[src/rtl/core/lntf_pkg.sv]
// ----------------------------------------------------------------------------
// lntf_pkg
// Shared constants, types and the window offset table of the lidar nearest
// target finder.
// ----------------------------------------------------------------------------
package lntf_pkg;

  localparam int SCAN_POINTS = 360;
  localparam int HALF_WINDOW = 10;
  localparam int NUM_SLOTS   = 2 * HALF_WINDOW + 1;

  localparam int DIST_W      = 16;
  localparam int ANGLE_W     = $clog2(SCAN_POINTS);
  localparam int SIDX_W      = $clog2(NUM_SLOTS);
  localparam int SLOT_W      = 5;
  localparam int ANGLE_OUT_W = 9;

  localparam int CFG_DATA_W  = 32;
  localparam int CFG_ADDR_W  = 3;

  // register indexes
  localparam logic REG_MAX_RANGE = 1'b0;
  localparam logic REG_SHAPE_TOL = 1'b1;

  localparam logic [DIST_W-1:0] MAX_RANGE_RST = 16'd3000;
  localparam logic [DIST_W-1:0] SHAPE_TOL_RST = 16'd50;

  typedef struct packed {
    logic [DIST_W-1:0] max_range;
    logic [DIST_W-1:0] shape_tol;
  } cfg_t;

  // end of scan summary, handed from the loader to the window pass
  typedef struct packed {
    logic               start;
    logic               found;
    logic [ANGLE_W-1:0] angle;
    logic [DIST_W-1:0]  nearest;
  } scan_done_t;

  // offset added to the target angle for a profile slot, before the wrap
  function automatic logic [ANGLE_W:0] slot_offset(input logic [SIDX_W-1:0] s);
    int k;
    logic [ANGLE_W:0] r;
    if (int'(s) > HALF_WINDOW) begin
      k = int'(s) - HALF_WINDOW;
    end else begin
      k = HALF_WINDOW - int'(s);
    end
    // offsets past a full turn wrap once
    if (k >= SCAN_POINTS) begin
      k = k - SCAN_POINTS;
    end
    if (int'(s) > HALF_WINDOW) begin
      r = (ANGLE_W+1)'(k);
    end else begin
      r = (ANGLE_W+1)'(SCAN_POINTS - k);
    end
    return r;
  endfunction

endpackage

[src/rtl/core/lntf_window.sv]
// ----------------------------------------------------------------------------
// lntf_window
// Window pass: reads the target and its neighbours from the scan RAM, builds
// the shape profile and span angles, then streams out one result per slot.
// ----------------------------------------------------------------------------
module lntf_window
  import lntf_pkg::*;
(
  input  logic                   clk,
  input  logic                   rst_n,
  input  scan_done_t             done,
  input  cfg_t                   cfg,
  output logic                   busy,
  output logic                   ram_re,
  output logic [ANGLE_W-1:0]     ram_raddr,
  input  logic [DIST_W-1:0]      ram_rdata,
  output logic                   out_valid,
  input  logic                   out_stall,
  output logic [SLOT_W-1:0]      out_slot,
  output logic [DIST_W-1:0]      out_shape_distance,
  output logic [ANGLE_OUT_W-1:0] out_target_angle,
  output logic [DIST_W-1:0]      out_nearest_distance,
  output logic [ANGLE_OUT_W-1:0] out_span_low_angle,
  output logic [ANGLE_OUT_W-1:0] out_span_high_angle,
  output logic                   out_found,
  output logic                   out_last
);

  localparam int ISS_W = $clog2(NUM_SLOTS + 2);

  localparam logic [1:0] ST_IDLE = 2'd0;
  localparam logic [1:0] ST_READ = 2'd1;
  localparam logic [1:0] ST_EMIT = 2'd2;

  logic [1:0]         state_r, state_nxt;
  logic [ISS_W-1:0]   iss_r, iss_nxt;
  logic               rv_r;
  logic [ISS_W-1:0]   rtag_r;
  logic [ANGLE_W-1:0] rpos_r;
  logic [SIDX_W-1:0]  em_r, em_nxt;

  logic               found_r;
  logic [ANGLE_W-1:0] a_r, lo_r, hi_r, lo_nxt, hi_nxt;
  logic [DIST_W-1:0]  nearest_r;
  logic [DIST_W-1:0]  centre_r;
  logic [DIST_W-1:0]  prof_r [NUM_SLOTS];

  logic               issue;
  logic [SIDX_W-1:0]  iss_slot;
  logic [ANGLE_W:0]   pos_sum;
  logic [ANGLE_W-1:0] pos;
  logic [SIDX_W-1:0]  proc_slot;
  logic               proc_slot_vld;
  logic [DIST_W-1:0]  diff;
  logic               qual;
  logic [DIST_W-1:0]  shape_val;
  logic               load;

  logic                   out_valid_r, out_valid_nxt;
  logic [SLOT_W-1:0]      out_slot_r;
  logic [DIST_W-1:0]      out_shape_r;
  logic [ANGLE_OUT_W-1:0] out_angle_r;
  logic [DIST_W-1:0]      out_nearest_r;
  logic [ANGLE_OUT_W-1:0] out_lo_r, out_hi_r;
  logic                   out_found_r, out_last_r;

  assign busy = (state_r != ST_IDLE);

  // ---- read issue: centre first, then slots 0..NUM_SLOTS-1
  assign issue    = (state_r == ST_READ) && (iss_r <= ISS_W'(NUM_SLOTS));
  assign iss_slot = SIDX_W'(iss_r - 1'b1);
  assign pos_sum  = (ANGLE_W+1)'(a_r) + slot_offset(iss_slot);
  assign pos      = (pos_sum >= (ANGLE_W+1)'(SCAN_POINTS)) ?
                    ANGLE_W'(pos_sum - (ANGLE_W+1)'(SCAN_POINTS)) : ANGLE_W'(pos_sum);

  assign ram_re    = issue;
  assign ram_raddr = (iss_r == '0) ? a_r : pos;

  // ---- read return processing
  assign proc_slot_vld = rv_r && (rtag_r != '0);
  assign proc_slot     = SIDX_W'(rtag_r - 1'b1);
  assign diff          = (centre_r > ram_rdata) ? (centre_r - ram_rdata) :
                                                  (ram_rdata - centre_r);
  assign qual          = (diff <= cfg.shape_tol);

  always_comb begin
    lo_nxt    = lo_r;
    hi_nxt    = hi_r;
    shape_val = '0;
    if (int'(proc_slot) == HALF_WINDOW) begin
      shape_val = nearest_r;
    end else if (found_r && qual) begin
      shape_val = ram_rdata;
      if (int'(proc_slot) > HALF_WINDOW) begin
        hi_nxt = rpos_r;
      end else if (lo_r == a_r) begin
        // slots below the centre run outward to inward
        lo_nxt = rpos_r;
      end
    end
  end

  // ---- emit
  assign load = (state_r == ST_EMIT) && (!out_valid_r || !out_stall);

  always_comb begin
    state_nxt = state_r;
    iss_nxt   = iss_r;
    em_nxt    = em_r;
    case (state_r)
      ST_IDLE: begin
        if (done.start) begin
          state_nxt = ST_READ;
          iss_nxt   = '0;
        end
      end
      ST_READ: begin
        if (issue) begin
          iss_nxt = iss_r + 1'b1;
        end
        if (proc_slot_vld && (proc_slot == SIDX_W'(NUM_SLOTS - 1))) begin
          state_nxt = ST_EMIT;
          em_nxt    = '0;
        end
      end
      ST_EMIT: begin
        if (load) begin
          em_nxt = em_r + 1'b1;
          if (em_r == SIDX_W'(NUM_SLOTS - 1)) begin
            state_nxt = ST_IDLE;
          end
        end
      end
      default: state_nxt = ST_IDLE;
    endcase
  end

  always_comb begin
    out_valid_nxt = out_valid_r;
    if (load) begin
      out_valid_nxt = 1'b1;
    end else if (!out_stall) begin
      out_valid_nxt = 1'b0;
    end
  end

  always_ff @(posedge clk) begin
    if (!rst_n) begin
      state_r     <= ST_IDLE;
      iss_r       <= '0;
      em_r        <= '0;
      rv_r        <= 1'b0;
      out_valid_r <= 1'b0;
    end else begin
      state_r     <= state_nxt;
      iss_r       <= iss_nxt;
      em_r        <= em_nxt;
      rv_r        <= issue;
      out_valid_r <= out_valid_nxt;
    end
  end

  always_ff @(posedge clk) begin
    rtag_r <= iss_r;
    rpos_r <= ram_raddr;
    if ((state_r == ST_IDLE) && done.start) begin
      found_r   <= done.found;
      a_r       <= done.angle;
      nearest_r <= done.nearest;
      lo_r      <= done.angle;
      hi_r      <= done.angle;
    end else if (proc_slot_vld) begin
      lo_r <= lo_nxt;
      hi_r <= hi_nxt;
    end
    if (rv_r && (rtag_r == '0)) begin
      centre_r <= ram_rdata;
    end
    if (proc_slot_vld) begin
      prof_r[proc_slot] <= shape_val;
    end
    if (load) begin
      out_slot_r    <= SLOT_W'(em_r);
      out_shape_r   <= prof_r[em_r];
      out_angle_r   <= ANGLE_OUT_W'(a_r);
      out_nearest_r <= nearest_r;
      out_lo_r      <= ANGLE_OUT_W'(lo_r);
      out_hi_r      <= ANGLE_OUT_W'(hi_r);
      out_found_r   <= found_r;
      out_last_r    <= (em_r == SIDX_W'(NUM_SLOTS - 1));
    end
  end

  assign out_valid            = out_valid_r;
  assign out_slot             = out_slot_r;
  assign out_shape_distance   = out_shape_r;
  assign out_target_angle     = out_angle_r;
  assign out_nearest_distance = out_nearest_r;
  assign out_span_low_angle   = out_lo_r;
  assign out_span_high_angle  = out_hi_r;
  assign out_found            = out_found_r;
  assign out_last             = out_last_r;

  // ---- checks
  a_start_reads: assert property (@(posedge clk) disable iff (!rst_n)
    done.start |=> (state_r == ST_READ))
    else $error("window pass did not start after end of scan");

  a_read_in_pass: assert property (@(posedge clk) disable iff (!rst_n)
    rv_r |-> ($past(state_r) == ST_READ))
    else $error("ram read returned outside the window pass");

  a_last_slot: assert property (@(posedge clk) disable iff (!rst_n)
    (out_valid_r && out_last_r) |-> (out_slot_r == SLOT_W'(NUM_SLOTS - 1)))
    else $error("last flag on wrong slot");

  a_empty_span: assert property (@(posedge clk) disable iff (!rst_n)
    (out_valid_r && !out_found_r) |->
      ((out_lo_r == out_angle_r) && (out_hi_r == out_angle_r)))
    else $error("span angles moved on an empty scan");

endmodule
[config.mk]
export PLATFORM = sky130hd
export DESIGN_NAME = lntf_window
export DESIGN_NICKNAME = d
export VERILOG_FILES = /design/src/rtl/core/lntf_pkg.sv /design/src/rtl/core/lntf_window.sv
export SDC_FILE = /design/constraint.sdc
export NUM_CORES = 1
export LEC_CHECK = 0
export BUFFER_PORTS_ARGS = -buffer_cell sky130_fd_sc_hd__buf_4
export CAP_MARGIN = 20
export CORE_ASPECT_RATIO = 0.6
export CORE_MARGIN = 2
export CORE_UTILIZATION = 35
export CTS_BUF_LIST = sky130_fd_sc_hd__clkbuf_8
export DETAILED_ROUTE_END_ITERATION = 8
export PLACE_DENSITY = 0.54
export SYNTH_ARGS = -nofsm -noshare
export SYNTH_HDL_FRONTEND = slang
export SYNTH_SLANG_ARGS = --single-unit
[constraint.sdc]
create_clock -name clk -period 8 [get_ports clk]
set_input_delay 1.2 -clock clk [delete_from_list [all_inputs] [get_ports clk]]
set_output_delay 1.2 -clock clk [all_outputs]
set_load 0.1 [all_outputs]
==> run summary <==
Worst Setup Path Type = reg -> out
Via/cell ratio = 5.152
CP required = 6800 ps
# DRC = 0
Num CTS Buffers = 71
Row count = 69
Placed wire-length estimate = 35230 microns
Top FF cell, synth = edfxtp_1
Post-route setup slack = 371.2 ps
Avg Cell Area, Syn = 16.32 sq um
Hold WS = 401.6 ps
Num Clock Sinks = 490
Area of the multi-input gates = 6486 sq um
R2R depth = 20
FF/Latch Area = 14440 sq um
Min-delay src = hi_r[4]
Yosys warns = 0
Post-synthesis async set-or-reset flop share = 0%
Synth cell types = 62
Worst Skew = 48.32 ps
IR drop worst, VDD = 0.1097 mV
Post-CTS Setup Inserts = 0
GRT overflow = 0
Reg2reg start = centre_r[0]
EDFF count, synth = 462
Net Sw Frac = 25.85%
Placer Congestion = 0.8089
Leakage = 8.823 nW
Worst slack at placement = 790.5 ps
Worst hold path stage count = 0
Sequential-to-total area share from yosys stat = 67.98%
TritonCTS clock tree = done
Largest net degree at the start of global routing = 50
Register share of total power = 54.7%
Fin crit share = 95.36%
Clock Path Buffers = 3
HP Class = reg -> reg
Gate power share = 11.0%
Post-Route Setup TNS = 0 ps
Cell area power density = 213.5 nW/um^2
Area Overhead vs Synth = 16.78%
Slew HR = 26.83%
Initial drt markers = 1110
CP arrival = 6430 ps
Slew Limit Fails = 0
Switching power = 0.001369 W
Die area = 62710 sq um
Clock Power Share = 34.3%
Pint = 0.003926 W
Final hold vios = 0
Worst R2R Setup Slack = 1980 ps
Least-Margin Pin Slew = 1096 ps
Placed instance count = 2217
Status = finished, final reports clean
Cell Area, Synth = 21230 sq um
GRT Total Usage = 16.41%
First-pass GRT wire length = 76620 microns
CP Capture Type = output port
Wire length per cell = 21.90 microns
Final WL = 51340 microns
Worst setup SP type = flip-flop
DR pass1 iterations = 6
Fillers = 5418
Die X = 322.0 microns
Count of state elements after synthesis = 490
Setup violations, final = 0
FMAX = 131.1 MHz
DRT antenna net count = 0
Core ar. = 59570 sq um
Final cell count without fillers = 2344
Worst-path maximum fanout = 10
Crit path time final = 7629 ps
Count of nets after finishing = 1661
Root Buffer = clkbuf_8
IO Pins = 156
Layout cells sized above 1 = 26.18%
Mapped Cells = 1301
Total number of vias = 12080
Reg-to-reg endpoint = prof_r[11][8]
Clock transition at path regs = 70 ps
Worst-Skew Late Latency = 640 ps
Initial antenna violation count = 3
H-Tree Depth = 3
Util after Layout = 41.62%
RSZ-0062 raised after global routing = no
Die Y = 194.8 microns
Port Buffers = 139
WHS Endpoint = out_span_high_angle[4]
Syn Nets = 1453
Number of global-route vias before repair = 11800
Initial Util = 35.64%
Max Cap Violations = 0
==> power by group through the flow <==
stage | clock (W) | combinational (W) | sequential (W)
global placement | 0 | 0.000564 | 0.00295
floorplan | 0 | 0.000383 | 0.00295
CTS | 0.00188 | 0.000580 | 0.00290
global route | 0.00198 | 0.000641 | 0.00290
finish | 0.00181 | 0.000583 | 0.00290
detailed placement | 0 | 0.000578 | 0.00295
==> synthesized netlist by cell type (3+ instances only) <==
cell type / count / share of area, %
a2111oi_0: 3 / 0.12
a211oi_1: 7 / 0.25
a21boi_0: 5 / 0.18
a21o_1: 43 / 1.5
a21oi_1: 56 / 1.3
a221oi_1: 5 / 0.21
a31oi_1: 4 / 0.12
and2_1: 3 / 0.088
and3_1: 5 / 0.15
and4_1: 3 / 0.12
buf_1: 11 / 0.19
buf_2: 5 / 0.12
clkbuf_1: 34 / 0.60
dfxtp_1: 28 / 2.6
edfxtp_1: 462 / 65
fa_1: 3 / 0.28
ha_1: 71 / 4.2
inv_1: 63 / 1.1
mux2_2: 3 / 0.16
mux2i_1: 27 / 1.3
mux4_2: 96 / 10
nand2_1: 85 / 1.5
nand2b_1: 8 / 0.24
nand3_1: 7 / 0.16
nand4_1: 13 / 0.38
nor2_1: 66 / 1.2
nor2b_1: 11 / 0.32
nor3_1: 16 / 0.38
nor4_1: 4 / 0.12
o211a_1: 3 / 0.14
o211ai_1: 6 / 0.21
o21a_1: 10 / 0.35
o21ai_0: 27 / 0.64
o31ai_1: 22 / 0.78
or2_2: 7 / 0.21
or3_1: 3 / 0.088
xnor2_1: 20 / 0.83
xor2_1: 22 / 0.91
==> layout by cell type, fill, tap and decap left out, types with 19 or more instances in the layout <==
master,count
clkinv_1,23
xnor2_1,19
buf_4,187
a21oi_1,55
o21ai_0,27
nand2_1,85
xor2_1,22
a21o_1,43
inv_1,83
mux4_2,96
dfxtp_1,24
nor2_1,65
edfxtp_1,462
ha_1,71
mux2i_1,27
clkbuf_8,73
==> state kept, by name (all words and copies together) (netlist names), 9 cells and up <==
name	flops
nearest_r	16
out_span_low_angle	9
out_shape_distance	16
hi_r	9
lo_r	9
out_nearest_distance	16
prof_r	336
rpos_r	9
out_target_angle	9
centre_r	16
out_span_high_angle	9
a_r	9
==> area by class of cell <==
class	count	share of cell area, %
Multi-Input combinational cell	695	26.16
Clock buffer	73	4.052
Timing Repair Buffer	187	5.662
Sequential cell	490	58.25
Tap cell	781	3.941
Clock inverter	53	0.9537
Inverter	64	0.9689
Antenna cell	1	0.01009
==> worst max-delay path, cell delays in order, from the launching register on <==
cell and delay, ps:
dfxtp_2 460, inv_1 220, ha_1 520, o21a_1 280, o21ai_2 350, mux2i_1 260, xor2_1 290, o21ai_0 200
xnor2_1 180, o21ai_0 100, ha_1 350, or2_2 320, a21oi_1 150, a21oi_1 110, xnor2_2 300, a211oi_1 150
or4_1 640, or4_1 440, nand3_1 140, buf_4 310
==> how the worst max path moves through the flow <==
stage	depth (start not counted)	from	slack [ps]	end
after detailed placement	19	iss_r[0]	790	ram_raddr[5]
after global placement	19	iss_r[0]	860	ram_raddr[5]
after CTS	19	iss_r[0]	50	ram_raddr[5]
final	19	iss_r[0]	370	ram_raddr[6]
after floorplan	18	iss_r[0]	370	ram_raddr[5]
after global routing	19	iss_r[0]	7	ram_raddr[6]
==> metrics by stage <==
stage / total power [W] / cell area (sq um)
global route: 0.005524 / 24790
finish: 0.005295 / 24800
global placement: 0.003515 / 23540
detailed placement: 0.003530 / 23540
floorplan: 0.003331 / 21230
CTS: 0.005356 / 24780
==> repair_timing <==
item / CTS / global route
endpoints found under the setup margin: 0 / 5
hold buffers: 0 / 0
hold endpoints to repair: 0 / 0
resized for setup: 0 / 3
==> cells by family after synthesis <==
kind of cell    share of synthesized area (%)
simple gates                            5.410
buf+inv                                 2.151
fa+ha+maj                               4.467
mux                                     11.62
xor+xnor                                1.733
flops                                   67.98
compound gates                          6.642
==> metal layers <==
metal	routed length [microns]	vias to the layer above	track usage, %
li1	-	5506	-
met2	19850	382	20.63
met3	3504	55	3.647
met1	27350	6134	27.78
met4	636	0	3.565
met5	0	-	0
No activity file was read; power rests on OpenSTA's default activity.
