--- src/rtl/core/lntf_pkg.sv ---
// ----------------------------------------------------------------------------
// lntf_pkg
// Shared constants, types and the window offset table of the lidar nearest
// target finder.
// ----------------------------------------------------------------------------
package lntf_pkg;

  localparam int SCAN_POINTS = 360;
  localparam int HALF_WINDOW = 10;
  localparam int NUM_SLOTS   = 2 * HALF_WINDOW + 1;

  localparam int DIST_W      = 16;
  localparam int ANGLE_W     = $clog2(SCAN_POINTS);
  localparam int SIDX_W      = $clog2(NUM_SLOTS);
  localparam int SLOT_W      = 5;
  localparam int ANGLE_OUT_W = 9;

  localparam int CFG_DATA_W  = 32;
  localparam int CFG_ADDR_W  = 3;

  // register indexes
  localparam logic REG_MAX_RANGE = 1'b0;
  localparam logic REG_SHAPE_TOL = 1'b1;

  localparam logic [DIST_W-1:0] MAX_RANGE_RST = 16'd3000;
  localparam logic [DIST_W-1:0] SHAPE_TOL_RST = 16'd50;

  typedef struct packed {
    logic [DIST_W-1:0] max_range;
    logic [DIST_W-1:0] shape_tol;
  } cfg_t;

  // end of scan summary, handed from the loader to the window pass
  typedef struct packed {
    logic               start;
    logic               found;
    logic [ANGLE_W-1:0] angle;
    logic [DIST_W-1:0]  nearest;
  } scan_done_t;

  // offset added to the target angle for a profile slot, before the wrap
  function automatic logic [ANGLE_W:0] slot_offset(input logic [SIDX_W-1:0] s);
    int k;
    logic [ANGLE_W:0] r;
    if (int'(s) > HALF_WINDOW) begin
      k = int'(s) - HALF_WINDOW;
    end else begin
      k = HALF_WINDOW - int'(s);
    end
    // offsets past a full turn wrap once
    if (k >= SCAN_POINTS) begin
      k = k - SCAN_POINTS;
    end
    if (int'(s) > HALF_WINDOW) begin
      r = (ANGLE_W+1)'(k);
    end else begin
      r = (ANGLE_W+1)'(SCAN_POINTS - k);
    end
    return r;
  endfunction

endpackage

--- src/rtl/core/lntf_scan.sv ---
// ----------------------------------------------------------------------------
// lntf_scan
// Scan loader: writes each distance into the scan RAM and tracks the first
// angle holding the smallest valid distance.
// ----------------------------------------------------------------------------
module lntf_scan
  import lntf_pkg::*;
(
  input  logic               clk,
  input  logic               rst_n,
  input  logic               in_valid,
  input  logic [DIST_W-1:0]  in_distance,
  input  logic               busy,
  input  cfg_t               cfg,
  output logic               ram_we,
  output logic [ANGLE_W-1:0] ram_waddr,
  output logic [DIST_W-1:0]  ram_wdata,
  output scan_done_t         done
);

  logic [ANGLE_W-1:0] count_r, count_nxt;
  logic [DIST_W-1:0]  min_r, min_nxt;
  logic [ANGLE_W-1:0] min_angle_r, min_angle_nxt;
  logic               min_valid_r, min_valid_nxt;
  logic               accept;
  logic               take_new;
  logic               last_sample;

  assign accept      = in_valid & ~busy;
  assign last_sample = (count_r == ANGLE_W'(SCAN_POINTS - 1));
  assign take_new    = (in_distance != '0) && (in_distance < cfg.max_range) &&
                       (!min_valid_r || (in_distance < min_r));

  assign ram_we    = accept;
  assign ram_waddr = count_r;
  assign ram_wdata = in_distance;

  always_comb begin
    count_nxt     = count_r;
    min_nxt       = min_r;
    min_angle_nxt = min_angle_r;
    min_valid_nxt = min_valid_r;
    if (accept) begin
      if (last_sample) begin
        // scan complete, start over
        count_nxt     = '0;
        min_valid_nxt = 1'b0;
        min_angle_nxt = '0;
      end else begin
        count_nxt = count_r + 1'b1;
        if (take_new) begin
          min_nxt       = in_distance;
          min_angle_nxt = count_r;
          min_valid_nxt = 1'b1;
        end
      end
    end
  end

  always_ff @(posedge clk) begin
    if (!rst_n) begin
      count_r     <= '0;
      min_valid_r <= 1'b0;
      min_angle_r <= '0;
    end else begin
      count_r     <= count_nxt;
      min_valid_r <= min_valid_nxt;
      min_angle_r <= min_angle_nxt;
    end
  end

  always_ff @(posedge clk) begin
    min_r <= min_nxt;
  end

  // summary includes the sample arriving with the end of scan
  always_comb begin
    done.start = accept & last_sample;
    done.found = min_valid_r | take_new;
    if (take_new) begin
      done.angle   = count_r;
      done.nearest = in_distance;
    end else if (min_valid_r) begin
      done.angle   = min_angle_r;
      done.nearest = min_r;
    end else begin
      done.angle   = '0;
      done.nearest = cfg.max_range;
    end
  end

endmodule

--- config.mk ---
export PLATFORM = sky130hd
export DESIGN_NAME = lntf_scan
export DESIGN_NICKNAME = d
export VERILOG_FILES = /design/src/rtl/core/lntf_pkg.sv /design/src/rtl/core/lntf_scan.sv
export SDC_FILE = /design/constraint.sdc
export NUM_CORES = 1
export LEC_CHECK = 0
export ABC_AREA = 1
export CORE_UTILIZATION = 35
export DETAILED_ROUTE_END_ITERATION = 7
export DONT_BUFFER_PORTS = 1
export GPL_TIMING_DRIVEN = 0
export PLACE_DENSITY = 0.46
export SYNTH_ARGS = -nofsm -noshare
export SYNTH_HDL_FRONTEND = slang
export SYNTH_SLANG_ARGS = --single-unit
--- constraint.sdc ---
create_clock -name clk -period 5.08 [get_ports clk]
set_input_delay 0.254 -clock clk [delete_from_list [all_inputs] [get_ports clk]]
set_output_delay 0.254 -clock clk [all_outputs]
set_load 0.005 [all_outputs]
==> metrics, run 1 <==
Synth area leaders=edfxtp_1, ha_1, dfxtp_1; Final Hold Fails=0; Comb power frac=around 24%; r2r endpoint=min_r[2]; vias per cell=about 4.8; CP Launch Type=flop; clock share of power=approximately 31%; first-pass GRT wire length=roughly 12 mm; Via Count=between 2k and 2.5k; Lkg Pwr=~1.4 nW; Slew Limit Fails=0; critical path class=flop to flop; worst path arrival time=between 2 and 3 ns; largest net degree at the start of global routing=17; design area=3020 um2; DR DRC count=0; CTS sink count=35; Power Density=approximately 230 nW/um2; Iter 0 DRT Violations=around 100; CTS root buffer=clkbuf_8; HP Class=input port to flop; post-cts sizing count=0; synth cell count leaders=nand2_1, inv_1, ha_1; #FFs+latches synth=35; Hold Path End=min_r[0]; initial antenna violation count=0; Worst Setup SP=min_r[5]; Seq pwr share=between 40 and 50%; Post-synth ARST share=0%; wire length per cell=between 15 and 20 um; input/output buffers=0; area share of the largest cell type after synthesis=between 15 and 20%; worst skew pair latency=~0.29 ns; relative slew slack=40.0%; r2r setup slk=roughly 2.2 ns; Setup Fix Bufs, Post-CTS=0; die extent in x=91.4 um; Synth Area in Compound Gates=roughly 16%; IR Drop Worst-Case VDD=125 uV; number of global-route vias before repair=between 2k and 2.5k; Gate Count Post-Synth=roughly 380; syn nets=around 470; Die Y=just over 90 um; syn_area_per_cell=slightly above 7 um2; hold path startpoint=in_distance[0]; Max Clock Freq=between 300 and 400 MHz; Area Growth Syn to Fin=7.92%; fill cell count=between 800 and 900; Post-Synth Adder-Cell Area=roughly 14%; setup tns final=0 ns; status=complete, no violations; maxcap violations=0; Top FF cell, synth=dfxtp_1; Total GRT Usage=between 10% and 20%; NetSw=between 200 and 250 uW; Placed Area=between 2000 and 3000 um2; Post-Synth XOR/XNOR Area=around 1.3%; routability congestion estimate=a little under 0.8; post-synth cell types=31; cell with the most instances after synthesis=nand2_1; Post-synth EDFFs=16; Tcrit/Tclk final=approximately 56%; sw frac=a little under a third; io pins=105; HPWL Detailed=5.62 mm; internal power=around 470 uW; Layout Nets=approximately 470; total length of routed wires=~7.5 mm; Synth Area in Simple Gates=22.0%; cells on worst reg2reg path=13; TritonCTS buffer count=5; endpoint class of the critical path=flop; register area share after synthesis=a little under a third; CTS tree=done; Hold Path Cell Cnt=0; Ant. Diodes=0; Initial Utilization=36.2%; Hold Buf Count CTS=0; Core ar.=7730 um2; CTS H-Tree Depth=2; Post-Route Skew=0.00754 ns; reg-to-reg critical path startpoint=min_r[5]; largest family of logic cells by synthesized area=simple AND/OR/NAND/NOR gates; critical path fanouts, max=16; cell taking the most area after synthesis=edfxtp_1; count of final setup violators=0; grt ovf=0; Syn Std Cell Area=2800 um2; die area=approximately 8300 um2; Clk pin slew, worst setup/hold paths=~0.08 ns; Critical Path RT=4.99 ns; clk buf depth=2; layout cell share with drive strength beyond 1=around a tenth; first drt pass iteration count=4; Rows=32; RSZ-0062 raised after global routing=no; Final min period=2.85 ns; Warnings, synthesis=0; post-detailed-route count of antenna-violating nets=0; Tightest Pin Transition=around 0.90 ns; mux contribution to synthesized area=0%
[power groups by stage]
stage	clock [mW]	sequential (mW)	combinational (mW)
after CTS	0.222	0.307	0.170
final	0.215	0.307	0.166
after detailed placement	0	0.314	0.169
after global placement	0	0.313	0.168
after floorplan	0	0.313	0.128
after global routing	0.238	0.308	0.192
[area by class of cell]
class,instances,area [um2],area share [%]
multi-input cells,248,1480,48.9
flip-flops and latches,35,861,28.5
plain buffers,29,190,6.30
clock inverters,1,5.00,0.166
inverters,72,272,9.00
clock buffers,7,86.3,2.86
well taps,102,128,4.23
[stage by stage]
step	total power [mW]	utilization, %	hold slack (ns)	instances	setup WS, ns
floorplan	0.440	-	0.353	384	2.43
global placement	0.481	37.8	0.353	486	1.67
detailed placement	0.483	37.9	0.353	486	2.10
CTS	0.699	39.0	0.0485	494	2.11
global route	0.738	39.0	0.0325	494	1.88
finish	0.688	39.0	0.0584	494	2.23
[logic make-up (layout without fill, tap and decap cells)]
family | count (synthesis) | count (layout)
XOR/XNOR | 4 | 4
AND/OR/NAND/NOR | 143 | 143
adder cells (fa/ha/maj) | 31 | 31
buffers and inverters | 101 | 109
flip-flops | 35 | 35
AO/OA/AOI/OAI | 70 | 70
[how the worst max path moves through the flow]
| stage | endpoint | slack [ns] | cells after the start |
|---|---|---|---|
| 2_1_floorplan | min_r[0] | 2.43 | 13 |
| 3_3_place_gp | min_r[5] | 1.67 | 11 |
| 3_5_place_dp | min_r[0] | 2.10 | 11 |
| 4_1_cts | min_r[6] | 2.11 | 13 |
| 5_1_grt | min_r[11] | 1.88 | 13 |
| 6_report | min_r[2] | 2.23 | 13 |
[placed cells by master, fill, tap and decap left out, types with 2 or more instances in the layout]
cell / Yosys / routed
nor2_1: 23 / 22
o211ai_1: 15 / 15
xor2_1: 4 / 4
nand4_1: 11 / 11
buf_2: 2 / 2
clkinv_2: 1 / 2
buf_6: 2 / 2
buf_4: 17 / 17
nor3_1: 7 / 7
inv_1: 69 / 69
dfxtp_1: 19 / 19
o21ai_2: 5 / 5
ha_1: 31 / 31
clkbuf_8: 0 / 6
nand2_2: 2 / 2
a21oi_1: 24 / 24
nand3_1: 27 / 27
buf_1: 2 / 2
o21ai_0: 19 / 19
clkbuf_1: 6 / 7
nand2_1: 72 / 72
edfxtp_1: 16 / 16
[routing by layer]
layer	part of all wire, %	up-vias	global-route usage (%)
met5	0	-	0
li1	-	1268	-
met2	45	67	29.5
met1	48	1040	24.6
met4	0.99	0	5.03
met3	5.6	4	5.28
[state kept, by name (all words and copies together), names as in the netlist]
name	cells
min_angle_r	9
min_r	16
min_valid_r	1
ram_waddr	9
[critical path, cell delays in order (launching register included)]
cell,delay [ns]
edfxtp_1,0.36
inv_1,0.08
ha_1,0.24
a21oi_1,0.14
nor2_1,0.05
nor3_1,0.12
nand2_1,0.08
nand2_1,0.06
nand2_1,0.05
nand2_2,0.18
nand2_2,0.10
buf_6,0.17
buf_6,0.16
nor2_2,0.68
Note: power is estimated with default switching activity, not from simulation.
==> run 2: changes to the inputs <==
Settings changed: ABC_AREA 1 to 0, PLACE_DENSITY 0.46 to 0.48.
Clock period 5.08 ns to 2.59 ns, I/O delays scaled along.
==> run 2 against run 1 <==
  * Clock skew grew 0.0025 ns
  * First-iteration DRC count shrank 36%
  * Register-to-register slack lost 2.2 ns
  * Cell count shrank 5.9%
  * Setup slack lost 2.2 ns
  * Total power grew 120%
  * Wire length grew 5.7%
  * Global-route usage shrank 0.16 points
  * Hold slack gained 0.052 ns
  * Fmax grew 13%
  * Non-clock buffer count grew 25
==> metrics, run 2 <==
worst skew pair latency=0.30 ns (about the same); number of global-route vias before repair=2365 (-0.34%); Post-synth ARST share=0% (unchanged); max reg flops=16 (unchanged); register area share after synthesis=29.7% (-1.1 points); status=complete, no violations; Lkg Pwr=1.41 nW (+2.0%); cell with the most instances after synthesis=inv_1; HP Class=input port to flop; clock share of power=30.1% (-1.1 points); Hold Path End=ram_waddr[4]; Clk pin slew, worst setup/hold paths=0.08 ns (about the same); Hold Path Cell Cnt=2 (+2); cells on worst reg2reg path=12 (-1); Syn Std Cell Area=2890 um2 (+3.5%); internal power=1.02 mW (+120%); Post-Place Setup Slack=-0.462 ns (-2.56 ns); Final Hold Fails=0 (unchanged); critical path fanouts, max=10 (-6); layout cell share with drive strength beyond 1=18.2% (+7.7 points); Rows=32 (unchanged); input/output buffers=0 (unchanged); Placed Cells=433 (-11%); first-pass GRT wire length=12.3 mm (+1.8%); DR top layer=met4; syn_area_per_cell=8.74 um2 (+20%); clk buf depth=2 (unchanged); Critical Path RT=2.60 ns (-2.39 ns); DR DRC count=0 (unchanged); wire length per cell=17.0 um (+12%); post-detailed-route count of antenna-violating nets=0 (unchanged); Seq pwr share=41.7% (-3.0 points); buffers and inverters on the worst path=5 (+2); critical path class=flop to flop; total length of routed wires=7.89 mm (+5.7%); Via Count=2439 (+2.5%); vias per cell=5.25 (+8.9%); design area=3460 um2 (+15%); Worst path max stage delay=0.39 ns (-0.29 ns); Final WS setup=0.0757 ns (-2.15 ns); Layout Nets=445 (-6.1%); CP Launch Type=flop; Placed Area=3030 um2 (+3.7%); post-synth cell types=46 (+48%); IR Drop Worst-Case VDD=169 uV (+35%); Tot Pwr=1.49 mW (+120%); hold path startpoint=rst_n; Ant. Diodes=0 (unchanged); routed length on met1=3.85 mm (+6.9%); Max Clock Freq=398 MHz (+13%); first drt pass iteration count=5 (+1); CTS sink count=35 (unchanged); r2r setup slk=0.08 ns (-2.15 ns); sw frac=31.7% (+0.36 points); RSZ-0062 raised after global routing=yes; cell taking the most area after synthesis=edfxtp_1; count of final setup violators=0 (unchanged); CTS H-Tree Depth=2 (unchanged); cell chain of the critical path=inv_1 -> ha_1 -> a21o_1 -> a21o_1 -> a21oi_2 -> o211ai_1 -> or2_1 -> buf_6 -> buf_6 -> nor3_4 -> buf_6 -> buf_6; Final min period=2.51 ns (-0.339 ns); #FFs+latches synth=35 (unchanged); io pins=105 (unchanged); die area=8640 um2 (+3.5%); commonest non-fill, non-tap cell in the layout=inv_1; Total GRT Usage=18.4% (-0.16 points); routability congestion estimate=0.820 (+4.1%); endpoint class of the critical path=flop; Comb power frac=28.2% (+4.1 points); grt ovf=0 (unchanged); Warnings, synthesis=0 (unchanged); NetSw=472 uW (+120%); HPWL Detailed=5.62 mm (about the same); Tightest Pin Transition=0.836 ns (-0.0632 ns); maxcap violations=0 (unchanged); TritonCTS buffer count=5 (unchanged); highest-count cells in the layout ignoring fill and taps=inv_1, ha_1, nand2_1; reg-to-reg critical path startpoint=min_r[13]; worst path arrival time=2.53 ns (-0.23 ns); Post-synth EDFFs=16 (unchanged); Core ar.=7850 um2 (+1.6%); Area Growth Syn to Fin=19.5%; Met2 Routed Length=3.48 mm (+3.2%); Iter 0 DRT Violations=67 (-36%); Initial Utilization=36.9% (+0.71 points); metal3 WL=495 um (+19%); Synth area leaders=edfxtp_1, ha_1, dfxtp_1; CTS root buffer=clkbuf_8; die extent in x=92.9 um (+1.7%); Post-Route Skew=0.0101 ns (+0.00251 ns); Most flops, register=min_r; area share of the largest cell type after synthesis=16.6% (-0.59 points); syn nets=414 (-11%); largest net degree at the start of global routing=13 (-4); Top FF cell, synth=dfxtp_1; synth cell count leaders=inv_1, ha_1, nand2_1; CTS tree=done; fin cells=465 (-5.9%); critical path's slowest cell=edfxtp_1; delay-heaviest family, CP=buffers and inverters; initial antenna violation count=0 (unchanged); relative slew slack=44.3% (+4.3 points); Gate Count Post-Synth=331 (-14%); Die Y=92.9 um (+1.7%); CP most frequent cell=buf_6; Tcrit/Tclk final=97.1% (+41 points); Slew Limit Fails=0 (unchanged); r2r endpoint=min_r[11]; Power Density=430 nW/um2 (+89%)
run 2: cell families after synthesis:
| kind of cell | Yosys count | synth area share, % |
|---|---|---|
| simple gates | 95 | 16.8 |
| buf+inv | 73 | 12.7 |
| compound gates | 68 | 17.6 |
| flops | 35 | 29.7 |
| fa+ha+maj | 31 | 13.4 |
| mux | 23 | 7.96 |
| xor+xnor | 6 | 1.82 |
run 2: routing by layer:
metal | vias to the layer above | track usage (%)
met5 | - | 0
met4 | 0 | 4.49
met3 | 6 | 4.35
met2 | 68 | 28.5
met1 | 1131 | 25.7
li1 | 1234 | -
run 2: worst max path at each step:
stage	start	end	slack [ns]	cells past startpoint
floorplan	min_r[13]	min_r[0]	0.05	10
global placement	min_r[2]	min_r[8]	-0.45	10
detailed placement	min_r[2]	min_r[10]	-0.46	10
CTS	min_r[2]	min_r[10]	0.009	11
global route	min_r[13]	min_r[11]	-0.03	12
finish	min_r[13]	min_r[11]	0.08	12
run 2: metrics by stage:
step / util, % / hold slack, ns / setup TNS, ns
floorplan: - / 0.228 / 0
global placement: 38.6 / 0.229 / -7.25
finish: 44.1 / 0.110 / 0
detailed placement: 38.6 / 0.229 / -7.47
global route: 44.1 / 0.140 / -0.503
CTS: 42.7 / 0.113 / 0
run 2: power groups by stage:
stage,sequential [mW],combinational (mW),clock [mW]
5_1_grt,0.623,0.465,0.483
3_3_place_gp,0.632,0.365,0
4_1_cts,0.619,0.402,0.462
6_report,0.620,0.419,0.448
2_1_floorplan,0.628,0.297,0
3_5_place_dp,0.633,0.368,0
run 2: final cells by class:
| class | count | area, um2 |
|---|---|---|
| sequential | 35 | 861 |
| buffer | 30 | 219 |
| clock buffer | 6 | 82.6 |
| fill | 794 | 4390 |
| clock inverter | 2 | 15.0 |
| timing repair buffer | 24 | 264 |
| tap | 102 | 128 |
| multi-input combinational | 223 | 1730 |
| inverter | 43 | 161 |
run 2: what timing repair did:
action                                  in CTS  in global routing
endpoints found under the setup margin      36                 43
buffers inserted                             3                  3
hold endpoints to repair                    19                  0
pin swaps                                    2                  5
gates resized for setup                     10                 13
hold buffers                                17                  0
cloned                                       0                  1
