**config.mk**
```make
export PLATFORM = sky130hd
export DESIGN_NAME = lntf_cfg
export DESIGN_NICKNAME = d
export VERILOG_FILES = /design/src/rtl/core/lntf_pkg.sv /design/src/rtl/core/lntf_cfg.sv
export SDC_FILE = /design/constraint.sdc
export NUM_CORES = 1
export LEC_CHECK = 0
export BUFFER_PORTS_ARGS = -buffer_cell sky130_fd_sc_hd__buf_2
export CAP_MARGIN = 30
export CORE_ASPECT_RATIO = 0.75
export CORE_MARGIN = 4
export CORE_UTILIZATION = 35
export DETAILED_ROUTE_END_ITERATION = 12
export PLACE_DENSITY = 0.73
export SYNTH_ARGS = -nofsm -noshare
export SYNTH_HDL_FRONTEND = slang
export SYNTH_SLANG_ARGS = --single-unit
```
**constraint.sdc**
```tcl
create_clock -name clk -period 1.65 [get_ports clk]
set_clock_uncertainty 0.15 [all_clocks]
set_input_delay 0.33 -clock clk [delete_from_list [all_inputs] [get_ports clk]]
set_output_delay 0.33 -clock clk [all_outputs]
set_load 0.1 [all_outputs]
```
**src/rtl/core/lntf_pkg.sv**
```systemverilog
// ----------------------------------------------------------------------------
// lntf_pkg
// Shared constants, types and the window offset table of the lidar nearest
// target finder.
// ----------------------------------------------------------------------------
package lntf_pkg;

  localparam int SCAN_POINTS = 360;
  localparam int HALF_WINDOW = 10;
  localparam int NUM_SLOTS   = 2 * HALF_WINDOW + 1;

  localparam int DIST_W      = 16;
  localparam int ANGLE_W     = $clog2(SCAN_POINTS);
  localparam int SIDX_W      = $clog2(NUM_SLOTS);
  localparam int SLOT_W      = 5;
  localparam int ANGLE_OUT_W = 9;

  localparam int CFG_DATA_W  = 32;
  localparam int CFG_ADDR_W  = 3;

  // register indexes
  localparam logic REG_MAX_RANGE = 1'b0;
  localparam logic REG_SHAPE_TOL = 1'b1;

  localparam logic [DIST_W-1:0] MAX_RANGE_RST = 16'd3000;
  localparam logic [DIST_W-1:0] SHAPE_TOL_RST = 16'd50;

  typedef struct packed {
    logic [DIST_W-1:0] max_range;
    logic [DIST_W-1:0] shape_tol;
  } cfg_t;

  // end of scan summary, handed from the loader to the window pass
  typedef struct packed {
    logic               start;
    logic               found;
    logic [ANGLE_W-1:0] angle;
    logic [DIST_W-1:0]  nearest;
  } scan_done_t;

  // offset added to the target angle for a profile slot, before the wrap
  function automatic logic [ANGLE_W:0] slot_offset(input logic [SIDX_W-1:0] s);
    int k;
    logic [ANGLE_W:0] r;
    if (int'(s) > HALF_WINDOW) begin
      k = int'(s) - HALF_WINDOW;
    end else begin
      k = HALF_WINDOW - int'(s);
    end
    // offsets past a full turn wrap once
    if (k >= SCAN_POINTS) begin
      k = k - SCAN_POINTS;
    end
    if (int'(s) > HALF_WINDOW) begin
      r = (ANGLE_W+1)'(k);
    end else begin
      r = (ANGLE_W+1)'(SCAN_POINTS - k);
    end
    return r;
  endfunction

endpackage

```
**src/rtl/core/lntf_cfg.sv**
```systemverilog
// ----------------------------------------------------------------------------
// lntf_cfg
// APB register bank: maximum target distance and shape distance limit.
// ----------------------------------------------------------------------------
module lntf_cfg
  import lntf_pkg::*;
(
  input  logic                  clk,
  input  logic                  rst_n,
  input  logic                  cfg_psel,
  input  logic                  cfg_penable,
  input  logic                  cfg_pwrite,
  input  logic [CFG_ADDR_W-1:0] cfg_paddr,
  input  logic [CFG_DATA_W-1:0] cfg_pwdata,
  output logic [CFG_DATA_W-1:0] cfg_prdata,
  output logic                  cfg_pready,
  output cfg_t                  cfg
);

  logic [DIST_W-1:0] max_dist_r, max_dist_nxt;
  logic [DIST_W-1:0] lim_r, lim_nxt;
  logic              wr_en;
  logic              reg_idx;

  assign cfg_pready = 1'b1;
  assign wr_en      = cfg_psel & cfg_penable & cfg_pwrite;
  assign reg_idx    = cfg_paddr[2];

  always_comb begin
    max_dist_nxt = max_dist_r;
    lim_nxt      = lim_r;
    if (wr_en) begin
      case (reg_idx)
        REG_MAX_RANGE: max_dist_nxt = cfg_pwdata[DIST_W-1:0];
        REG_SHAPE_TOL: lim_nxt      = cfg_pwdata[DIST_W-1:0];
        default: ;
      endcase
    end
  end

  always_ff @(posedge clk) begin
    if (!rst_n) begin
      max_dist_r <= MAX_RANGE_RST;
      lim_r      <= SHAPE_TOL_RST;
    end else begin
      max_dist_r <= max_dist_nxt;
      lim_r      <= lim_nxt;
    end
  end

  always_comb begin
    case (reg_idx)
      REG_MAX_RANGE: cfg_prdata = CFG_DATA_W'(max_dist_r);
      REG_SHAPE_TOL: cfg_prdata = CFG_DATA_W'(lim_r);
      default:       cfg_prdata = '0;
    endcase
  end

  assign cfg.max_range = max_dist_r;
  assign cfg.shape_tol = lim_r;

endmodule

```
==> key figures, run 1 <==
Outcome
  • Status: finished clean

Critical path
  • Required @ worst endpoint: 1.17 ns
  • CP startpoint kind: input port
  • Setup CP Type: in2out
  • CP endpoint kind: primary output
  • Worst Path Arrival: between 1 and 1.5 ns
  • CP Max Fanout: 8

Detailed routing
  • Post-route ant nets: 0
  • DR vias/cell: roughly 4.5
  • Residual DRC: 0
  • Avg WL per Cell: around 13 µm
  • Vias after detailed routing: 1,310
  • Wirelength, routed: 3.90 mm
  • Initial DRC Count: 23
  • Pre-antenna DRT Iters: 4

Yosys
  • Synth Area in Compound Gates: 0%
  • Xor/xnor cell area share of the yosys netlist: 0%
  • #FFs+latches synth: 32
  • Mux cell area share after synthesis: 30.9%
  • Mean area per synthesized cell: about 9.7 µm²
  • Synth Area in Simple Gates: around 17%
  • Adder-Cell Fraction of Synth Area: 0%
  • Synth Instances: about 170
  • Post-synthesis cell type count: 14
  • Sequential share of the synthesized area: roughly two fifths
  • Warnings, synthesis: 0
  • Largest family of logic cells by synthesized area: multiplexers
  • Mapped Area: 0.00162 mm²

Global routing
  • Met1 Usage GRT: approximately 17%
  • Largest net degree at the start of global routing: 55
  • Total GRT Usage: 13.7%
  • Vias in the first global route: approximately 1.3k
  • GR peak layer: met2
  • Grt ovf: 0
  • Grt met2 use: about a quarter
  • Initial antenna violation count: 0
  • Met3 usage: between 3 and 4%
  • First-pass GRT wire length: 6.20 mm

Floorplan
  • Top Ports: between 100 and 150
  • Core Area: approximately 0.0045 mm²
  • Die Y: between 60 and 70 µm
  • Starting Density: 36.3%
  • Rows: 21
  • Die Wd: 86.6 µm
  • Die area: 0.00579 mm²

Clock tree
  • H-tree levels: 2
  • CTS max path bufs: 2
  • Number of buffers created by CTS: 5
  • CTS tree: built
  • Clk root buf: clkbuf_8
  • Setup Fix Bufs, Post-CTS: 0
  • Worst skew pair latency: between 0.2 and 0.3 ns
  • Hold buffer count at cts: 0
  • Sink Count: 32
  • Clock slew at reported path FFs: approximately 0.060 ns

STA
  • Setup violators final: 0
  • Final worst slack: roughly 0.028 ns
  • RSZ-0062 raised after global routing: no
  • F_max: between 600 and 700 MHz
  • Post-layout minimum cycle time: around 1.6 ns
  • Final count of hold timing violations: 0
  • Fin. max-slew vios: 0
  • Fin crit share: 98.3%
  • Min Hold Slack: 0.157 ns
  • Setup TNS: 0 ns

Placement
  • Dpl ws: -0.0178 ns
  • GPL Wtd Cong: just over 0.7
  • Placed Cells incl. Taps: 287
  • DP HPWL: roughly 3 mm
  • Placed inst area: 0.00231 mm²
  • IO Port Bufs: between 60 and 70

Cells and area
  • Filler instances: 431
  • Area of the multi-input gates: ~860 µm²
  • Design area: around 0.0024 mm²
  • Final nets: 277
  • Synth-to-Final Area Change: 48.8%
  • Reg area: a little under 700 µm²
  • Ant diodes: 0
  • Final Util: a little over half
  • Final cell count without fillers: approximately 290
  • Share of cells above drive strength 1: 55.3%

Pwr
  • VDD IR max: between 400 and 500 µV
  • Pwr Total: 2.11 mW
  • Pwr per Cell Area: just under 900 mW/mm²
  • Leak Pwr: 1.09 nW

Run
  • MaxCap Viol Count: 0

Worst hold path
  • Hold WC Path Type: in2reg
-- area by class of cell --
cell class / instances / area share [%]
sequential: 32 / 28.2
clock buffer: 7 / 4.00
tap: 57 / 2.96
multi-input combinational: 122 / 35.7
timing repair buffer: 76 / 29.2
-- per-layer routing --
layer,part of all wire (%),vias to the layer above
li1,-,657
met1,44,599
met2,47,49
met3,7.6,5
met4,0.69,0
met5,0,-
-- where the power goes --
| part | switching [mW] | internal, mW | total, mW |
|---|---|---|---|
| registers | 0.0123 | 0.793 | 0.805 |
| clock network | 0.263 | 0.371 | 0.634 |
| logic | 0.510 | 0.162 | 0.672 |
-- timing repair --
action                     4_1_cts  5_1_grt
hold endpoints to repair         0        0
resized for setup                1        0
setup endpoints to repair        7        0
-- sequential cells by signal, summed over array words and instances (netlist names) --
name	flops
max_dist_r	16
lim_r	16
-- cell families after synthesis --
kind of cell           after synthesis
and+or+nand+nor                     57
muxes                               48
other                                2
DFF                                 32
buffers and inverters               28
-- synth_stat cells (all sizes together) --
cell type | number | area [µm²]
and4 | 1 | 8.76
and4b | 1 | 10.0
buf | 23 | 180
clkbuf | 5 | 18.8
conb | 2 | 7.51
dfxtp | 32 | 641
mux2 | 16 | 180
mux2i | 32 | 320
nand2 | 36 | 135
nand4 | 1 | 6.26
nor2b | 18 | 113
-- worst max-delay path, cell delays in order --
cell and delay (ns):
buf_4 0.12, buf_12 0.14, mux2_2 0.37, buf_12 0.17
-- final timing paths --
| path | startpoint | endpoint | slack (ns) | cells after the start |
|---|---|---|---|---|
| worst max-delay path | cfg_paddr[2] | cfg_prdata[3] | 0.03 | 4 |
| worst min-delay path | cfg_pwdata[3] | lim_r[3] | 0.16 | 3 |
| worst max register to register | lim_r[4] | lim_r[4] | 0.88 | 2 |
| worst min register to register | lim_r[13] | lim_r[13] | 0.31 | 2 |
-- layout by cell type (no fill, tap or decap) --
cell type	n
and4_1	1
and4b_1	1
buf_12	21
buf_2	52
buf_4	3
clkbuf_8	7
conb_1	17
dfxtp_2	32
mux2_2	10
mux2_4	6
mux2i_1	32
nand2_1	36
nand4_1	1
nor2b_1	18
Note: power is estimated with default switching activity, not from simulation.
==> inputs of run 2 (changes only) <==
clock period = 1.9 ns   (was 1.65 ns; I/O delays follow)
==> run 2 against run 1 <==
Sequential power fell by 13%. Sequential share of layout area rose by 1.3 points. Final cell count fell by 1.4%. Register-to-register slack improved by 0.25 ns. Combinational power fell by 16%. Utilization fell by 2.4 points. Critical path depth did not move. Design area fell by 4.5%. Non-clock buffer count fell by 2. First-iteration DRC count rose by 57%. Critical path type unchanged. Critical endpoint is now cfg_prdata[8].
==> key figures, run 2 (synthesis gave the netlist of run 1 again) <==
Floorplan
  • Die area: 0.00579 mm² (unchanged)
  • Starting Density: 36.3% (unchanged)
  • Die Wd: 86.6 µm (unchanged)
  • Rows: 21 (unchanged)
  • Die Y: 66.9 µm (unchanged)
  • Top Ports: 105 (unchanged)
  • Core Area: 0.00447 mm² (unchanged)

Pwr
  • VDD IR max: 281 µV (-31%)
  • Pwr per Cell Area: 748 mW/mm² (-15%)
  • Leak Pwr: 1.03 nW (-5.3%)
  • Pwr Total: 1.72 mW (-18%)

Critical path
  • CP endpoint kind: primary output
  • Reg2reg setup slack: 1.13 ns (+0.25 ns)
  • CP startpoint kind: input port
  • CP Max Fanout: 18 (+10)
  • CP endpoint: cfg_prdata[8]
  • Worst Path Arrival: 1.21 ns (+0.07 ns)
  • Reg2reg path depth: 2 (unchanged)
  • Setup CP Type: in2out
  • Worst R2R End: max_dist_r[4]
  • CP startpoint: cfg_paddr[2]
  • Required @ worst endpoint: 1.37 ns (+0.20 ns)
  • RR Startpoint: max_dist_r[4]

Cells and area
  • Synth-to-Final Area Change: 42.1%
  • Share of cells above drive strength 1: 54.1% (-1.2 points)
  • Leading cell type in the layout, fill and taps excluded: buf_2
  • Final nets: 275 (-0.72%)
  • Design area: 0.00230 mm² (-4.5%)
  • Ant diodes: 0 (unchanged)
  • Commonest non-fill, non-tap cells in the layout: buf_2 (54), nand2_1 (36), mux2i_1 (32)
  • Final Util: 51.5% (-2.4 points)
  • Largest registers: lim_r x16, max_dist_r x16

Clock tree
  • H-tree levels: 2 (unchanged)
  • Hold buffer count at cts: 0 (unchanged)
  • CTS resizes: 0 (-1)
  • Clock slew at reported path FFs: 0.06 ns (about the same)
  • Setup Fix Bufs, Post-CTS: 0 (unchanged)
  • Sink Count: 32 (unchanged)
  • Number of buffers created by CTS: 5 (unchanged)
  • CTS max path bufs: 2 (unchanged)
  • Worst skew pair latency: 0.27 ns (about the same)
  • CTS tree: built
  • Clk root buf: clkbuf_8

Global routing
  • Total GRT Usage: 13.9% (+0.17 points)
  • Vias in the first global route: 1,299 (-0.31%)
  • Largest net degree at the start of global routing: 34 (-38%)
  • Initial antenna violation count: 0 (unchanged)
  • Grt ovf: 0 (unchanged)
  • First-pass GRT wire length: 6.18 mm (-0.34%)

Placement
  • IO Port Bufs: 69 (unchanged)
  • Placed inst area: 0.00223 mm² (-3.4%)
  • GPL Wtd Cong: 0.702 (-2.7%)
  • DP HPWL: 2.84 mm (-5.0%)

STA
  • F_max: approximately 570 MHz
  • RSZ-0062 raised after global routing: no
  • Fin crit share: roughly nine tenths
  • Final count of hold timing violations: 0 (unchanged)
  • Setup violators final: 0 (unchanged)
  • Post-layout minimum cycle time: around 1.7 ns
  • Fin. max-slew vios: 0 (unchanged)

Detailed routing
  • Avg WL per Cell: 13.0 µm (-1.9%)
  • Initial DRC Count: 36 (+57%)
  • Pre-antenna DRT Iters: 4 (unchanged)
  • Wirelength, routed: 3.77 mm (-3.3%)
  • Vias after detailed routing: 1,263 (-3.6%)
  • DR vias/cell: 4.36 (-2.3%)
  • Post-route ant nets: 0 (unchanged)
  • Residual DRC: 0 (unchanged)

Worst hold path
  • Hold WC Path Type: in2reg

Run
  • MaxCap Viol Count: 0 (unchanged)

Outcome
  • Status: finished clean
run 2: cell type report:
cell class	count	area (µm²)
clock buffer	5	68.8
fill	423	2160
multi-input combinational	122	837
sequential	32	679
tap	57	71.3
timing repair buffer	74	646
run 2: how the worst min path moves through the flow:
stage | startpoint | to | depth (start not counted)
2_1_floorplan | cfg_pwdata[11] | lim_r[11] | 2
3_3_place_gp | max_dist_r[13] | max_dist_r[13] | 2
3_5_place_dp | lim_r[7] | lim_r[7] | 2
4_1_cts | cfg_pwdata[8] | lim_r[8] | 3
5_1_grt | cfg_pwdata[9] | lim_r[9] | 3
6_report | cfg_pwdata[7] | lim_r[7] | 3
run 2: metrics by stage:
step / worst slack [ns] / hold slack, ns / setup TNS, ns / cells
after floorplan: -0.232 / 0.365 / -0.232 / 182
after global placement: 0.149 / 0.296 / 0 / 285
after detailed placement: 0.147 / 0.303 / 0 / 285
after CTS: 0.144 / 0.190 / 0 / 290
after global routing: 0.125 / 0.192 / 0 / 290
final: 0.157 / 0.202 / 0 / 290
run 2: where the power goes:
part	internal (mW)	leakage (nW)	switching, mW
Combinational	0.129	0.732	0.438
Clock	0.236	0.0359	0.220
Sequential	0.689	0.265	0.0105
Total	1.05	1.03	0.669
run 2: metal layers:
layer,part of all wire (%),track usage (%),vias to the layer above
li1,-,-,646
met1,45,16.5,565
met2,46,23.0,50
met3,8.8,6.30,2
met4,0.29,2.92,0
met5,0,0,-
run 2: critical path, cell delays in order:
cell	delay [ns]
buf_2	0.11
buf_12	0.17
mux2_2	0.37
buf_12	0.17
==> inputs of run 3 (changes only) <==
RECOVER_POWER = 50   (was not set)
clock period = 1.8 ns   (was 1.9 ns; I/O delays follow)
==> run 3 against run 2 <==
First-iteration DRC count is 25% lower. Non-clock buffer count is 1 higher. Combinational power is 6.7% higher. Critical path depth stayed put. Die area stayed put. Global-route usage is 0.12 points higher. Total power is 10% higher. Sequential share of layout area is 0.43 points lower. Sequential power is 5.6% higher. Design area is 1.5% higher. Setup slack worse by 0.074 ns. Critical endpoint is now cfg_prdata[2]. Largest cell class unchanged. Largest power group unchanged.
==> key figures, run 3 (synthesis gave the netlist of run 1 again) <==
Run
  • MaxCap Viol Count: 0 (unchanged)

Critical path
  • Worst Path Arrival: 1.21 ns (about the same)
  • Setup CP Type: in2out
  • CP Max Fanout: 9 (-9)
  • RR Startpoint: max_dist_r[4]
  • CP endpoint kind: primary output
  • Required @ worst endpoint: 1.29 ns (-0.08 ns)
  • CP startpoint: cfg_paddr[2]
  • CP startpoint kind: input port

Detailed routing
  • Initial DRC Count: 27 (-25%)
  • Avg WL per Cell: 12.9 µm (-0.60%)
  • DR vias/cell: 4.38 (+0.67%)
  • Post-route ant nets: 0 (unchanged)
  • Pre-antenna DRT Iters: 4 (unchanged)
  • Vias after detailed routing: 1,289 (+2.1%)
  • Wirelength, routed: 3.80 mm (+0.77%)
  • Residual DRC: 0 (unchanged)

Placement
  • Placed Cells incl. Taps: 286 (+0.35%)
  • GPL Wtd Cong: 0.694 (-1.2%)
  • Placed inst area: 0.00228 mm² (+2.1%)
  • IO Port Bufs: 69 (unchanged)
  • DP HPWL: 2.90 mm (+2.2%)

Cells and area
  • Final nets: 276 (+0.36%)
  • Commonest non-fill, non-tap cells in the layout: buf_2 (45), nand2_1 (36), mux2i_1 (32)
  • Final cell count without fillers: 294 (+1.4%)
  • Area of the multi-input gates: 837 µm² (unchanged)
  • Reg area: 679 µm² (unchanged)
  • Filler instances: 405 (-4.3%)
  • Largest registers: lim_r x16, max_dist_r x16
  • Ant diodes: 0 (unchanged)
  • Share of cells above drive strength 1: 53.2% (-0.91 points)
  • Design area: 0.00234 mm² (+1.5%)
  • Synth-to-Final Area Change: 44.2%
  • Leading cell type in the layout, fill and taps excluded: buf_2

Worst hold path
  • Min-delay src: cfg_pwdata[3]
  • Hold WC Path Type: in2reg

Global routing
  • Total GRT Usage: 14.0% (+0.12 points)
  • Initial antenna violation count: 0 (unchanged)
  • First-pass GRT wire length: 6.18 mm (+0.11%)
  • Vias in the first global route: 1,265 (-2.6%)
  • Largest net degree at the start of global routing: 55 (+62%)
  • Grt ovf: 0 (unchanged)

Clock tree
  • CTS max path bufs: 2 (unchanged)
  • Clock slew at reported path FFs: 0.06 ns (about the same)
  • Worst skew pair latency: 0.27 ns (about the same)
  • H-tree levels: 2 (unchanged)
  • CTS resizes: 0 (unchanged)
  • Sink Count: 32 (unchanged)
  • CTS tree: built
  • Hold buffer count at cts: 0 (unchanged)
  • Setup Fix Bufs, Post-CTS: 0 (unchanged)
  • Clk root buf: clkbuf_8
  • Number of buffers created by CTS: 5 (unchanged)

Floorplan
  • Top Ports: 105 (unchanged)
  • Die Wd: 86.6 µm (unchanged)
  • Core Area: 0.00447 mm² (unchanged)
  • Die area: 0.00579 mm² (unchanged)
  • Starting Density: 36.3% (unchanged)
  • Rows: 21 (unchanged)
  • Die Y: 66.9 µm (unchanged)

Pwr
  • Clk pwr share: 29.3% (+2.9 points)
  • Pwr per Cell Area: 813 mW/mm² (+8.8%)
  • VDD IR max: 383 µV (+36%)
  • Net switching power: 0.722 mW (+8.0%)
  • Leak Pwr: 1.04 nW (+0.56%)
  • Cell-internal power: 1.18 mW (+12%)
  • Power share of the sequential group: 38.8% (-1.8 points)
  • Combinational power share: 31.8% (-1.1 points)
  • Switching Fraction: 38.0% (-0.84 points)

STA
  • F_max: 582 MHz
  • Fin crit share: 95.4%
  • RSZ-0062 raised after global routing: no
  • Final count of hold timing violations: 0 (unchanged)
  • Min Hold Slack: 0.187 ns (-0.0146 ns)
  • Worst-Margin Slew: ~0.75 ns
  • Setup violators final: 0 (unchanged)
  • Setup TNS: 0 ns (unchanged)
  • Post-layout minimum cycle time: roughly 1.7 ns
  • Fin. max-slew vios: 0 (unchanged)
  • Slew headroom: around 50%

Outcome
  • Status: finished clean
==> run 3: changes by cell type in the layout (fill, tap and decap cells not counted), sizes merged <==
cell / previous run / this run
buf: 74 / 64
clkbuf: 5 / 19
==> run 3: layer usage <==
| layer | global-route usage [%] | up-vias | share of wire [%] |
|---|---|---|---|
| met5 | 0 | - | 0 |
| met4 | 2.92 | 0 | 0.50 |
| met3 | 5.81 | 4 | 9.3 |
| met2 | 22.0 | 51 | 46 |
| met1 | 17.9 | 582 | 44 |
| li1 | - | 652 | - |
==> run 3: worst max-delay path: stages <==
cell	delay [ns]
buf_2	0.15
buf_12	0.14
mux2_2	0.37
buf_12	0.17
==> run 3: power by group through the flow <==
| stage | clock [mW] | sequential [mW] | combinational (mW) |
|---|---|---|---|
| floorplan | 0 | 0.867 | 0.384 |
| global placement | 0 | 0.753 | 0.606 |
| detailed placement | 0 | 0.754 | 0.610 |
| CTS | 0.584 | 0.738 | 0.611 |
| global route | 0.616 | 0.741 | 0.626 |
| finish | 0.557 | 0.738 | 0.605 |
==> run 3: cell type report <==
| cell class | instances | area share [%] |
|---|---|---|
| Sequential cell | 32 | 29.1 |
| Multi-Input combinational cell | 122 | 35.8 |
| Timing Repair Buffer | 75 | 28.2 |
| Tap cell | 57 | 3.05 |
| Clock buffer | 8 | 3.86 |
==> run 3: path summary, 6_finish.rpt <==
| check | end | slack (ns) | depth (start not counted) |
|---|---|---|---|
| worst max-delay path | cfg_prdata[2] | 0.08 | 4 |
| worst min-delay path | lim_r[3] | 0.19 | 3 |
| worst max register to register | max_dist_r[4] | 1.01 | 2 |
| worst min register to register | max_dist_r[0] | 0.31 | 2 |
==> run 3: per-stage QoR <==
step	setup WS (ns)	power (mW)	util, %
finish	0.0831	1.90	52.3
CTS	0.0759	1.93	53.1
detailed placement	0.0820	1.36	51.1
global route	0.0536	1.98	52.3
floorplan	-0.312	1.25	-
global placement	0.0801	1.36	51.1
